### config.mk
export PLATFORM = sky130hd
export DESIGN_NAME = round_robin_thread_scheduler
export DESIGN_NICKNAME = d
export VERILOG_FILES = /design/src/rtl/core/rrts_pkg.sv /design/src/rtl/core/rrts_ctrl.sv /design/src/rtl/core/rrts_dp.sv /design/src/rtl/core/round_robin_thread_scheduler.sv
export VERILOG_INCLUDE_DIRS = /design/src /design/src/rtl/core
export SDC_FILE = /design/constraint.sdc
export NUM_CORES = 1
export LEC_CHECK = 0
export ABC_AREA = 1
export BUFFER_PORTS_ARGS = -buffer_cell sky130_fd_sc_hd__buf_2
export CORE_ASPECT_RATIO = 0.6
export CORE_MARGIN = 5
export CORE_UTILIZATION = 38
export DETAILED_ROUTE_END_ITERATION = 8
export PLACE_DENSITY = 0.54
export SLEW_MARGIN = 20
export SYNTH_ARGS = -nofsm -noshare
export SYNTH_HDL_FRONTEND = slang
export SYNTH_SLANG_ARGS = --single-unit
### constraint.sdc
create_clock -name i_clk -period 3.1 [get_ports i_clk]
set_clock_uncertainty 0.2 [all_clocks]
set_input_delay 0.155 -clock i_clk [delete_from_list [all_inputs] [get_ports i_clk]]
set_output_delay 0.155 -clock i_clk [all_outputs]
set_load 0.03 [all_outputs]
### src/rtl/core/round_robin_thread_scheduler_macros.svh
`ifndef ROUND_ROBIN_THREAD_SCHEDULER_MACROS_SVH
`define ROUND_ROBIN_THREAD_SCHEDULER_MACROS_SVH

// same-cycle implication, checked outside reset
`define RRTS_ASSERT_IMP(name, clk, rst_n, ante, cons, msg) \
    name: assert property (@(posedge clk) disable iff (!rst_n) (ante) |-> (cons)) \
        else $error(msg);

// next-cycle implication, checked outside reset
`define RRTS_ASSERT_NXT(name, clk, rst_n, ante, cons, msg) \
    name: assert property (@(posedge clk) disable iff (!rst_n) (ante) |=> (cons)) \
        else $error(msg);

// condition that must never hold
`define RRTS_ASSERT_NEVER(name, clk, rst_n, expr, msg) \
    name: assert property (@(posedge clk) disable iff (!rst_n) 1'b1 |-> !(expr)) \
        else $error(msg);

`endif

### src/rtl/core/rrts_pkg.sv
package rrts_pkg;

    // thread ids on the ports are 4 bits wide
    localparam int ID_SPAN   = 16;
    localparam int MAIN_PRIO = 31;

    typedef enum logic [1:0] {
        K_CREATE  = 2'd0,
        K_YIELD   = 2'd1,
        K_BLOCK   = 2'd2,
        K_UNBLOCK = 2'd3
    } t_kind;

    typedef enum logic [2:0] {
        TS_UNUSED  = 3'd0,
        TS_RUNNING = 3'd1,
        TS_READY   = 3'd2,
        TS_BLOCKED = 3'd3,
        TS_WAITING = 3'd4,
        TS_HANDING = 3'd5
    } t_tst;

    typedef enum logic [1:0] {
        ERR_OK          = 2'd0,
        ERR_EMPTY       = 2'd1,
        ERR_NOT_BLOCKED = 2'd2,
        ERR_IN_USE      = 2'd3
    } t_err;

    localparam logic [1:0] RSN_BLOCKED = 2'd0;
    localparam logic [1:0] RSN_WAITING = 2'd1;
    localparam logic [1:0] RSN_HANDING = 2'd2;

    typedef enum logic {
        S_IDLE = 1'b0,
        S_EXEC = 1'b1
    } t_state;

    typedef struct packed {
        logic load;   // capture the input transfer
        logic exec;   // update tables and load the result register
    } t_dp_cmd;

    typedef struct packed {
        logic q_full;
    } t_dp_stat;

endpackage

### src/rtl/core/rrts_ctrl.sv
`include "round_robin_thread_scheduler_macros.svh"

module rrts_ctrl import rrts_pkg::*; (
    input  logic     i_clk,
    input  logic     i_rst_n,
    input  logic     i_s_valid,
    output logic     o_s_ready,
    output logic     o_m_valid,
    input  logic     i_m_ready,
    output t_dp_cmd  o_cmd,
    input  t_dp_stat i_stat
);

    t_state r_state, n_state;
    logic   r_m_valid, n_m_valid;
    logic   s_ready;

    always_ff @(posedge i_clk) begin
        if (!i_rst_n) begin
            r_state   <= S_IDLE;
            r_m_valid <= 1'b0;
        end else begin
            r_state   <= n_state;
            r_m_valid <= n_m_valid;
        end
    end

    always_comb begin
        n_state    = r_state;
        n_m_valid  = r_m_valid;
        // result register must be free by the time the item executes
        s_ready    = 1'b0;
        o_cmd      = '0;
        if (r_m_valid && i_m_ready) begin
            n_m_valid = 1'b0;
        end
        case (r_state)
            S_IDLE: begin
                s_ready = !r_m_valid || i_m_ready;
                if (s_ready && i_s_valid) begin
                    o_cmd.load = 1'b1;
                    n_state    = S_EXEC;
                end
            end
            S_EXEC: begin
                o_cmd.exec = 1'b1;
                n_m_valid  = 1'b1;
                n_state    = S_IDLE;
            end
            default: begin
                n_state = S_IDLE;
            end
        endcase
    end

    assign o_s_ready = s_ready;
    assign o_m_valid = r_m_valid;

    `RRTS_ASSERT_IMP(a_exec_slot_free, i_clk, i_rst_n, o_cmd.exec, !r_m_valid, "exec with result pending")
    `RRTS_ASSERT_NXT(a_load_then_exec, i_clk, i_rst_n, o_cmd.load, o_cmd.exec, "load not followed by exec")
    `RRTS_ASSERT_NEVER(a_queue_never_full, i_clk, i_rst_n, i_stat.q_full, "ready queue overfilled")

endmodule

### src/rtl/core/rrts_dp.sv
`include "round_robin_thread_scheduler_macros.svh"

module rrts_dp import rrts_pkg::*; #(
    parameter int MAX_THREADS = 16
) (
    input  logic       i_clk,
    input  logic       i_rst_n,
    input  t_dp_cmd    i_cmd,
    output t_dp_stat   o_stat,
    input  logic [1:0] i_kind,
    input  logic [3:0] i_thread_id,
    input  logic [7:0] i_priority_req,
    input  logic [1:0] i_block_reason,
    output logic [3:0] o_running_id,
    output logic       o_switched,
    output logic [3:0] o_requeued_id,
    output logic [7:0] o_refill_ticks,
    output logic [1:0] o_error
);

    // ids beyond the port range can never be created, so no storage for them
    localparam int NTHR = (MAX_THREADS < ID_SPAN) ? MAX_THREADS : ID_SPAN;
    localparam int TW   = $clog2(NTHR);
    localparam int CW   = $clog2(NTHR + 1);
    localparam int SW   = CW + 1;
    localparam logic [TW-1:0] LAST    = TW'(NTHR - 1);
    localparam logic [3:0]    TID_MAX = 4'(NTHR - 1);
    localparam logic [SW-1:0] DEPTH_S = SW'(NTHR);
    localparam logic [CW-1:0] DEPTH_C = CW'(NTHR);
    localparam logic [CW-1:0] CNT_MAX = CW'(NTHR - 1);

    // captured item
    t_kind       r_kind;
    logic [3:0]  r_tid;
    logic [7:0]  r_prio;
    logic [1:0]  r_reason;

    // thread tables and ready deque
    t_tst        r_status   [NTHR];
    logic [7:0]  r_prio_tab [NTHR];
    logic [TW-1:0] r_queue  [NTHR];
    logic [TW-1:0] r_head, n_head;
    logic [CW-1:0] r_count, n_count;
    logic [TW-1:0] r_run, n_run;

    // result register
    logic [3:0]  r_o_run;
    logic        r_switched, n_switched;
    logic [3:0]  r_requeued;
    logic [7:0]  r_refill, n_refill;
    t_err        r_error, n_error;

    logic          tid_ok;
    logic [TW-1:0] tidx;
    t_tst          st_t;
    logic          q_empty;
    logic [TW-1:0] head_inc, head_dec, tail, q_head_id;
    logic [SW-1:0] tail_sum, tail_wrap;

    logic          q_we;
    logic [TW-1:0] q_waddr, q_wdata;
    logic          st_we_a, st_we_b, pr_we;
    logic [TW-1:0] st_a_addr, st_b_addr;
    t_tst          st_a_val;

    assign tid_ok    = r_tid <= TID_MAX;
    assign tidx      = r_tid[TW-1:0];
    assign st_t      = r_status[tidx];
    assign q_empty   = r_count == '0;
    assign q_head_id = r_queue[r_head];
    assign head_inc  = (r_head == LAST) ? '0 : r_head + 1'b1;
    assign head_dec  = (r_head == '0) ? LAST : r_head - 1'b1;
    assign tail_sum  = SW'(r_head) + SW'(r_count);
    assign tail_wrap = (tail_sum >= DEPTH_S) ? tail_sum - DEPTH_S : tail_sum;
    assign tail      = tail_wrap[TW-1:0];

    always_comb begin
        n_head     = r_head;
        n_count    = r_count;
        n_run      = r_run;
        n_switched = 1'b0;
        n_refill   = '0;
        n_error    = ERR_OK;
        q_we       = 1'b0;
        q_waddr    = tail;
        q_wdata    = tidx;
        st_we_a    = 1'b0;
        st_a_addr  = tidx;
        st_a_val   = TS_READY;
        st_we_b    = 1'b0;
        st_b_addr  = q_head_id;
        pr_we      = 1'b0;
        case (r_kind)
            K_CREATE: begin
                if (!tid_ok || st_t != TS_UNUSED) begin
                    n_error = ERR_IN_USE;
                end else begin
                    st_we_a = 1'b1;
                    pr_we   = 1'b1;
                    q_we    = 1'b1;
                    n_count = r_count + 1'b1;
                end
            end
            K_YIELD: begin
                n_switched = 1'b1;
                n_refill   = r_prio_tab[r_run];
                // alone in the system: pushed and popped again, nothing moves
                if (!q_empty) begin
                    q_we      = 1'b1;
                    q_wdata   = r_run;
                    n_head    = head_inc;
                    st_we_a   = 1'b1;
                    st_a_addr = r_run;
                    st_we_b   = 1'b1;
                    n_run     = q_head_id;
                end
            end
            K_BLOCK: begin
                case (r_reason)
                    RSN_BLOCKED: st_a_val = TS_BLOCKED;
                    RSN_WAITING: st_a_val = TS_WAITING;
                    RSN_HANDING: st_a_val = TS_HANDING;
                    default:     st_a_val = TS_RUNNING;
                endcase
                if (r_reason == RSN_BLOCKED || r_reason == RSN_WAITING ||
                    r_reason == RSN_HANDING) begin
                    if (q_empty) begin
                        n_error = ERR_EMPTY;
                    end else begin
                        st_we_a    = 1'b1;
                        st_a_addr  = r_run;
                        st_we_b    = 1'b1;
                        n_run      = q_head_id;
                        n_head     = head_inc;
                        n_count    = r_count - 1'b1;
                        n_switched = 1'b1;
                    end
                end
            end
            K_UNBLOCK: begin
                if (tid_ok && (st_t == TS_BLOCKED || st_t == TS_WAITING ||
                               st_t == TS_HANDING)) begin
                    n_head  = head_dec;
                    q_we    = 1'b1;
                    q_waddr = head_dec;
                    n_count = r_count + 1'b1;
                    st_we_a = 1'b1;
                end else begin
                    n_error = ERR_NOT_BLOCKED;
                end
            end
            default: begin
                n_error = ERR_OK;
            end
        endcase
    end

    always_ff @(posedge i_clk) begin
        if (i_cmd.load) begin
            r_kind   <= t_kind'(i_kind);
            r_tid    <= i_thread_id;
            r_prio   <= i_priority_req;
            r_reason <= i_block_reason;
        end
    end

    always_ff @(posedge i_clk) begin
        if (!i_rst_n) begin
            for (int i = 0; i < NTHR; i++) begin
                r_status[i]   <= (i == 0) ? TS_RUNNING : TS_UNUSED;
                r_prio_tab[i] <= (i == 0) ? 8'(MAIN_PRIO) : 8'd0;
            end
            r_head  <= '0;
            r_count <= '0;
            r_run   <= '0;
        end else if (i_cmd.exec) begin
            if (st_we_a) begin
                r_status[st_a_addr] <= st_a_val;
            end
            if (st_we_b) begin
                r_status[st_b_addr] <= TS_RUNNING;
            end
            if (pr_we) begin
                r_prio_tab[tidx] <= r_prio;
            end
            r_head  <= n_head;
            r_count <= n_count;
            r_run   <= n_run;
        end
    end

    always_ff @(posedge i_clk) begin
        if (i_cmd.exec && q_we) begin
            r_queue[q_waddr] <= q_wdata;
        end
    end

    always_ff @(posedge i_clk) begin
        if (i_cmd.exec) begin
            r_o_run    <= 4'(n_run);
            r_switched <= n_switched;
            r_requeued <= 4'(r_run);
            r_refill   <= n_refill;
            r_error    <= n_error;
        end
    end

    assign o_stat.q_full  = r_count == DEPTH_C;
    assign o_running_id   = r_o_run;
    assign o_switched     = r_switched;
    assign o_requeued_id  = r_requeued;
    assign o_refill_ticks = r_refill;
    assign o_error        = r_error;

    `RRTS_ASSERT_NEVER(a_count_bound, i_clk, i_rst_n, r_count > CNT_MAX, "queue holds running thread")
    `RRTS_ASSERT_IMP(a_run_status, i_clk, i_rst_n, 1'b1, r_status[r_run] == TS_RUNNING, "running thread not marked running")
    `RRTS_ASSERT_NXT(a_err_no_change, i_clk, i_rst_n, i_cmd.exec && n_error != ERR_OK, r_run == $past(r_run) && r_count == $past(r_count), "failed item changed state")

endmodule

### src/rtl/core/round_robin_thread_scheduler.sv
// Channel   Dir  Fields (lowest bit first)
// s_axis    in   tuser: kind[1:0]
//                tdata: thread_id[3:0] priority_req[11:4] block_reason[13:12], zero fill [15:14]
// m_axis    out  tdata: running_id[3:0] switched[4] requeued_id[8:5] refill_ticks[16:9]
//                error[18:17], zero fill [23:19]
//
// Each event is captured, then applied as one table and deque update; s_axis is not ready meanwhile.
// A result sits in an output register; the next event is taken in the cycle that
// register drains, so a stalled m_axis holds off s_axis after one event.
// Reset (sync, active low) makes thread 0 running at priority 31, queue empty.

module round_robin_thread_scheduler import rrts_pkg::*; #(
    parameter int MAX_THREADS = 16
) (
    input  logic        i_clk,
    input  logic        i_rst_n,
    input  logic        i_s_axis_tvalid,
    output logic        o_s_axis_tready,
    input  logic [1:0]  i_s_axis_tuser,  // kind
    input  logic [15:0] i_s_axis_tdata,  // thread_id, priority_req, block_reason
    output logic        o_m_axis_tvalid,
    input  logic        i_m_axis_tready,
    output logic [23:0] o_m_axis_tdata   // running_id, switched, requeued_id, refill_ticks, error
);

    t_dp_cmd    cmd;
    t_dp_stat   stat;
    logic [3:0] running_id;
    logic       switched;
    logic [3:0] requeued_id;
    logic [7:0] refill_ticks;
    logic [1:0] error_code;

    rrts_ctrl u_ctrl (
        .i_clk     (i_clk),
        .i_rst_n   (i_rst_n),
        .i_s_valid (i_s_axis_tvalid),
        .o_s_ready (o_s_axis_tready),
        .o_m_valid (o_m_axis_tvalid),
        .i_m_ready (i_m_axis_tready),
        .o_cmd     (cmd),
        .i_stat    (stat)
    );

    rrts_dp #(
        .MAX_THREADS (MAX_THREADS)
    ) u_dp (
        .i_clk          (i_clk),
        .i_rst_n        (i_rst_n),
        .i_cmd          (cmd),
        .o_stat         (stat),
        .i_kind         (i_s_axis_tuser),
        .i_thread_id    (i_s_axis_tdata[3:0]),
        .i_priority_req (i_s_axis_tdata[11:4]),
        .i_block_reason (i_s_axis_tdata[13:12]),
        .o_running_id   (running_id),
        .o_switched     (switched),
        .o_requeued_id  (requeued_id),
        .o_refill_ticks (refill_ticks),
        .o_error        (error_code)
    );

    assign o_m_axis_tdata = {5'd0, error_code, refill_ticks, requeued_id, switched, running_id};

endmodule
* Word level (Yosys, flattened, before mapping)
Memories as Yosys holds them, arrays and structs flattened. A register that Yosys moved wholly into a read port is not among the register bits.
Cells that the tools add are included.
Widths: inputs -> output; s select.
** Word-level totals
- Input bits :: 22
- RAM bits :: 240
- Output and inout port bits :: 26
- Register bits :: 42
- Memories kept :: 3
** Memories
- u_dp.r_prio_tab :: depth 16, width 8, rd ports 1, clocked after Yosys merged registers in 1, write ports 16, RTL line rrts_dp.sv:40 : logic [7:0] r_prio_tab [NTHR];
- u_dp.r_queue :: depth 16, width 4, rd ports 1, clocked after Yosys merged registers in 1, write ports 1, RTL line rrts_dp.sv:41 : logic [TW-1:0] r_queue [NTHR];
- u_dp.r_status :: depth 16, width 3, rd ports 1, clocked after Yosys merged registers in 1, write ports 16, RTL line rrts_dp.sv:39 : t_tst r_status [NTHR];
** Cells by class
- Bitwise gates (word level) :: 1
- Multiplexer cells :: 71
- Equality and inequality tests :: 13
- Add/sub/neg operators :: 6
- Reduce and logical (&&, ||, !) cells :: 26
- Order comparisons :: 2
** Operators by type and width (count)
- $mux 4 :: 19
- $mux 1 :: 30
- $mux 5 :: 4
- $pmux 4 s2 :: 2
- $pmux 5 s3 :: 1
- $pmux 4 s3 :: 1
- $mux 3 :: 3
- $pmux 3 s3 :: 1
- $reduce_bool 3->1 :: 3
- $mux 8 :: 1
- $reduce_or 8->1 :: 1
- $sub 4x1->4 const B :: 2
- $add 4x5->6 :: 1
- $eq 2x2->1 const B :: 3
- $eq 3x3->1 const B :: 2
- $ge 6x5->1 const B :: 1
- $logic_or 1x1->1 :: 6
- $mux 2 :: 3
- $pmux 1 s2 :: 3
- $pmux 2 s3 :: 1
- $reduce_and 6->1 :: 1
- $reduce_or 3->1 :: 2
- $add 5x1->5 const B :: 1
- $logic_not 5->1 :: 1
- other kinds (17) :: 26

* Logic depth before layout (Yosys ltp)
- Word-level depth :: 12
- Depth in mapped cells :: 19
- Mapped depth without buffers :: 17

* Cells and area by module
A second synthesis with hierarchy kept.
** Second synthesis, totals
- Cells, all modules :: 1443
- Area total of the unflattened synthesis :: 14014.7 µm²
** Modules (own cells, without submodules)
- rrts_dp :: instances 1, cells each 1423, area each 13860.8 µm², seq. area each 8197.9 µm²
- rrts_ctrl :: instances 1, cells each 13, area each 105.1 µm², seq. area each 40.0 µm²
- round_robin_thread_scheduler :: instances 1, cells each 7, area each 48.8 µm², seq. area each 0.0 µm²

* Worst setup path before layout
OpenSTA, ideal clock, no wires.
- Kind :: reg2reg
- Start :: reg u_ctrl.r_state
- End :: reg u_dp.r_kind[0], enable pin
- Clock period less this slack :: 2.572 ns
- Setup slack :: 0.528 ns
- Arrival time :: 1.951 ns
- Library setup time :: 0.421 ns
- Data required time :: 2.479 ns
- Stages on the path, launching flop included :: 6
- Buffers on the path :: 0
- Cell sequence :: dfxtp_1 clkinv_1 o21ai_0 inv_1 nand2_1 clkinv_1
** On the way
- Longest elaborated chain between the ends :: 1
** RTL lines
- from (decl) :: RTL line rrts_ctrl.sv:14 : t_state r_state, n_state;
- from (signal assigned) :: RTL line rrts_ctrl.sv:23 : r_state <= n_state;
- $mux 1 :: RTL line rrts_ctrl.sv:37 : case (r_state)
- to (signal assigned) :: RTL line rrts_dp.sv:160 : r_kind <= t_kind'(i_kind);
- to (decl) :: RTL line rrts_dp.sv:33 : t_kind r_kind;
No other way between the ends.
A chain may end at the register's enable or synchronous reset.

==> results.sh <==
export IMPL_pwr_density_cell_nw_per_um2=576
export IMPL_crit_family="simple AND/OR/NAND/NOR gates"
export IMPL_hpwlAfterDp_mm=26.9
export IMPL_cp_required_ns=3.14
export IMPL_wirelength_mm=39.3
export IMPL_post_dp_cell_area_sq_um=15000
export IMPL_layout_setup_ws_ns=0.198
export IMPL_die_h_um=159
export IMPL_swShare_pct=27.0
export IMPL_pwr_share_comb_pct=12.6
export IMPL_power_internal_uw=6820
export IMPL_post_route_util_pct=44.6
export IMPL_fmax_ghz=0.345
export IMPL_io_buffers=40
export IMPL_slew_violations=0
export IMPL_clk_latency_ns=0.58
export IMPL_cp_num_cells=12
export IMPL_start_util_pct=38.5
export IMPL_cts_max_path_buffers=3
export IMPL_gp_congestion=0.892
export IMPL_ff2ff_path_depth=12
export IMPL_p_seq_share_pct=48.0
export IMPL_period_share_pct=93.6
export IMPL_htreeDepth=1
export IMPL_rows=54
export IMPL_grt_pass1_wl_mm=60.1
export IMPL_die_w_um=258
export IMPL_power_uw=9340
export IMPL_wl_per_cell_um=19.2
export IMPL_crit_buf_inv=2
export IMPL_slew_headroom_pct=43.1
export IMPL_layout_drive_gt1_share_pct=14.0
export IMPL_vias_per_cell=5.39
export IMPL_die_area_sq_um=40900
export IMPL_drc=0
export IMPL_post_place_ws_ns=0.135
export IMPL_rsz0062_at_grt="false"
export IMPL_critPathSlowestCell="dfxtp_2"
export IMPL_yosys_register_bits=298
export IMPL_grt_max_degree=69
export IMPL_vias=11000
export IMPL_power_leakage_uw=0.00619
export IMPL_fillers=3506
export IMPL_r2r_setup_slack_ns=0.20
export IMPL_postCtsSetupRepairBufs=0
export IMPL_cp_start_kind="register"
export IMPL_worstSetupPathType="register to register"
export IMPL_cts_tree="done"
export IMPL_worst_slew_pin_transition_ns=0.853
export IMPL_cp_common_cell="nand2_2"
export IMPL_drv_cap=0
export IMPL_synth_area_sq_um=14000
export IMPL_crit_arrival_ns=2.94
export IMPL_netlist_top_cells_area="edfxtp_1 49%, dfxtp_1 10%, nor2_1 6.4%, nand3_1 5.5%, nand2_1 4.3%"
export IMPL_grt_total_usage_pct=18.8
export IMPL_tns_ns=0
export IMPL_vdd_ir_drop_worst_uv=431
export IMPL_drtPass1Iterations=7
export IMPL_ys_types=41
export IMPL_worstHoldPathCells=6
export IMPL_hold_class="input port to register"
export IMPL_setup_violations=0
export IMPL_clkSlewWorstSetupHoldPaths_ns=0.07
export IMPL_syn_to_final_growth_pct=15.9
export IMPL_synthFlopType="edfxtp_1"
export IMPL_p_sw_uw=2520
export IMPL_clkPwrFrac_pct=39.4
export IMPL_crit_path_end_kind="register"
export IMPL_synth_edf_count=227
export IMPL_path_cells="clkinvlp_4 -> nand3_1 -> nand3_1 -> nand3_2 -> nand2_2 -> nor2_2 -> nand2_2 -> inv_2 -> nand3_4 -> nor3_4 -> nand2_2 -> nand2_1"
export IMPL_status="completed"
export IMPL_synthCells=1455
export IMPL_yosysWarnings=0
export IMPL_cts_root_buf="clkbuf_16"
export IMPL_stdcell_area_sq_um=16200
export IMPL_cp_max_fo=8
export IMPL_clock_sinks=298
export IMPL_yosysSeqAreaShare_pct=58.9
export IMPL_grt_ovfl_total=0
export IMPL_cts_buffers=30
export IMPL_ant_nets=0
export IMPL_post_synth_top_area_cell="edfxtp_1"
export IMPL_min_from="i_rst_n"
export IMPL_core_sq_um=36300
export IMPL_hold_viol=0
export IMPL_cpPeakStageDelay_ns=0.42
export IMPL_initialDrtViolationCount=1141
export IMPL_antenna_found_initial=1
export IMPL_avgSynthCellArea_sq_um=9.62
export IMPL_hold_end="u_dp.r_status[0][0]$_SDFFE_PP1P_"
export IMPL_nNetsFinal=1581
export IMPL_num_antenna_cells=0
export IMPL_fin_crit_ns=2.90
export IMPL_pin_count=48
export IMPL_r2r_end="u_dp.r_prio_tab[5][5]$_SDFFCE_PN0P_"
export IMPL_grt_pass1_vias=10400
export IMPL_async_reset_ff_share_pct=0
export IMPL_yosys_area_top_type_share_pct=48.7
cell usage in the layout, fill, tap and decap left out, types with 3 or more instances in the layout:
| cell type | instances |
|---|---|
| inv_2 | 7 |
| ha_1 | 16 |
| nor3_4 | 3 |
| o21ai_0 | 104 |
| nand3b_1 | 4 |
| edfxtp_1 | 227 |
| o21ai_1 | 9 |
| dlygate4sd3_1 | 19 |
| nand2_1 | 152 |
| nand4_1 | 34 |
| xor2_1 | 6 |
| dfxtp_1 | 67 |
| o22ai_1 | 14 |
| clkbuf_16 | 30 |
| inv_1 | 117 |
| clkinv_1 | 4 |
| clkinv_2 | 4 |
| nand3_1 | 154 |
| xnor2_1 | 3 |
| buf_2 | 40 |
| buf_12 | 5 |
| o211ai_1 | 26 |
| clkinvlp_4 | 6 |
| conb_1 | 5 |
| bufinv_16 | 3 |
| nand2_2 | 31 |
| clkbuf_1 | 9 |
| nor2_1 | 238 |
| o221ai_1 | 22 |
| mux2i_1 | 17 |
| nor3_1 | 17 |
| buf_4 | 69 |
| a21oi_1 | 75 |
| a211oi_1 | 3 |
| dfxtp_2 | 4 |
layout make-up:
type	instances	area [sq um]	share of cell area, %
repair inverters	1	7.51	0.0463
well taps	476	596	3.67
clock buffers	41	812	5.01
repair buffers	133	1010	6.22
multi-input cells	949	4890	30.2
flip-flops and latches	298	8240	50.8
inverters	128	487	3.00
clock inverters	15	173	1.06
per-layer routing:
metal | track usage [%] | part of all wire (%) | up-vias | routed length [um]
li1 | - | - | 5246 | -
met1 | 29.7 | 51 | 5316 | 20000
met2 | 26.3 | 39 | 377 | 15500
met3 | 4.17 | 7.8 | 53 | 3050
met4 | 4.06 | 1.8 | 2 | 708
met5 | 0 | 0.033 | - | 13
how the worst max path moves through the flow:
stage	start	end	slack [ns]
after floorplan	u_ctrl.r_state$_SDFF_PN0_	u_dp.r_kind[0]$_DFFE_PP_	0.53
after global placement	register	u_dp.r_queue[6][0]$_DFFE_PP_	0.13
after detailed placement	register	u_dp.r_queue[12][1]$_DFFE_PP_	0.14
after CTS	register	u_dp.r_prio_tab[1][3]$_SDFFCE_PN0P_	0.12
after global routing	u_dp.r_kind[0]$_DFFE_PP_	u_dp.r_status[11][0]$_SDFFE_PP1P_	0.002
final	register	u_dp.r_prio_tab[5][5]$_SDFFCE_PN0P_	0.20
power by group through the flow:
stage	registers [uW]	clock network [uW]	logic [uW]
after floorplan	4570	0	728
after detailed placement	4570	0	1130
final	4490	3680	1180
after CTS	4480	3760	1150
after global placement	4570	0	1120
after global routing	4490	3930	1280
logic make-up (layout without fill, tap and decap cells):
family / after synthesis / in the layout / share of synthesized area (%)
compound gates: 259 / 259 / 10.7
xor+xnor: 9 / 9 / 0.563
fa+ha+maj: 18 / 18 / 1.72
buf+inv: 212 / 318 / 6.55
flops: 298 / 298 / 58.9
mux: 17 / 17 / 1.22
other cells: 1 / 5 / 0.0268
simple gates: 641 / 641 / 20.4
sequential cells by signal (all words and copies together) (netlist names), 5 cells and up, named ones only:
register             cells
u_dp.r_status           48
u_dp.r_prio              8
u_dp.o_refill_ticks      8
u_dp.r_queue            64
u_dp.r_prio_tab        128
u_dp.r_count             5
Yosys cell counts, types with 6 or more instances:
| cell | n |
|---|---|
| nand2_1 | 161 |
| xor2_1 | 6 |
| o21ai_0 | 109 |
| nor3_1 | 18 |
| o22ai_1 | 14 |
| ha_1 | 16 |
| inv_2 | 6 |
| nor2_1 | 238 |
| mux2i_1 | 17 |
| edfxtp_1 | 227 |
| nand4_1 | 34 |
| nand3_1 | 154 |
| a21oi_1 | 75 |
| buf_4 | 11 |
| o211ai_1 | 26 |
| buf_2 | 14 |
| buf_6 | 8 |
| dfxtp_1 | 71 |
| clkbuf_1 | 46 |
| o221ai_1 | 22 |
| inv_1 | 119 |
| nand2_2 | 22 |
stage by stage:
stage,instances,hold slack (ns)
6_report,2041,0.0846
5_1_grt,2041,0.0729
4_1_cts,2040,0.0657
3_5_place_dp,1965,0.134
3_3_place_gp,1965,0.135
2_1_floorplan,1459,0.0539
repair_timing:
| action | 4_1_cts | 5_1_grt |
|---|---|---|
| endpoints found under the setup margin | 0 | 182 |
| endpoints found under the hold margin | 22 | 0 |
| hold buffers | 19 | 0 |
| resized for setup | 0 | 17 |
worst min-delay path: cells and delay by family:
family	cells	cell delay, ns
simple gates	4	0.40
buf+inv	2	0.26
Power figures use the tool's default switching activity.
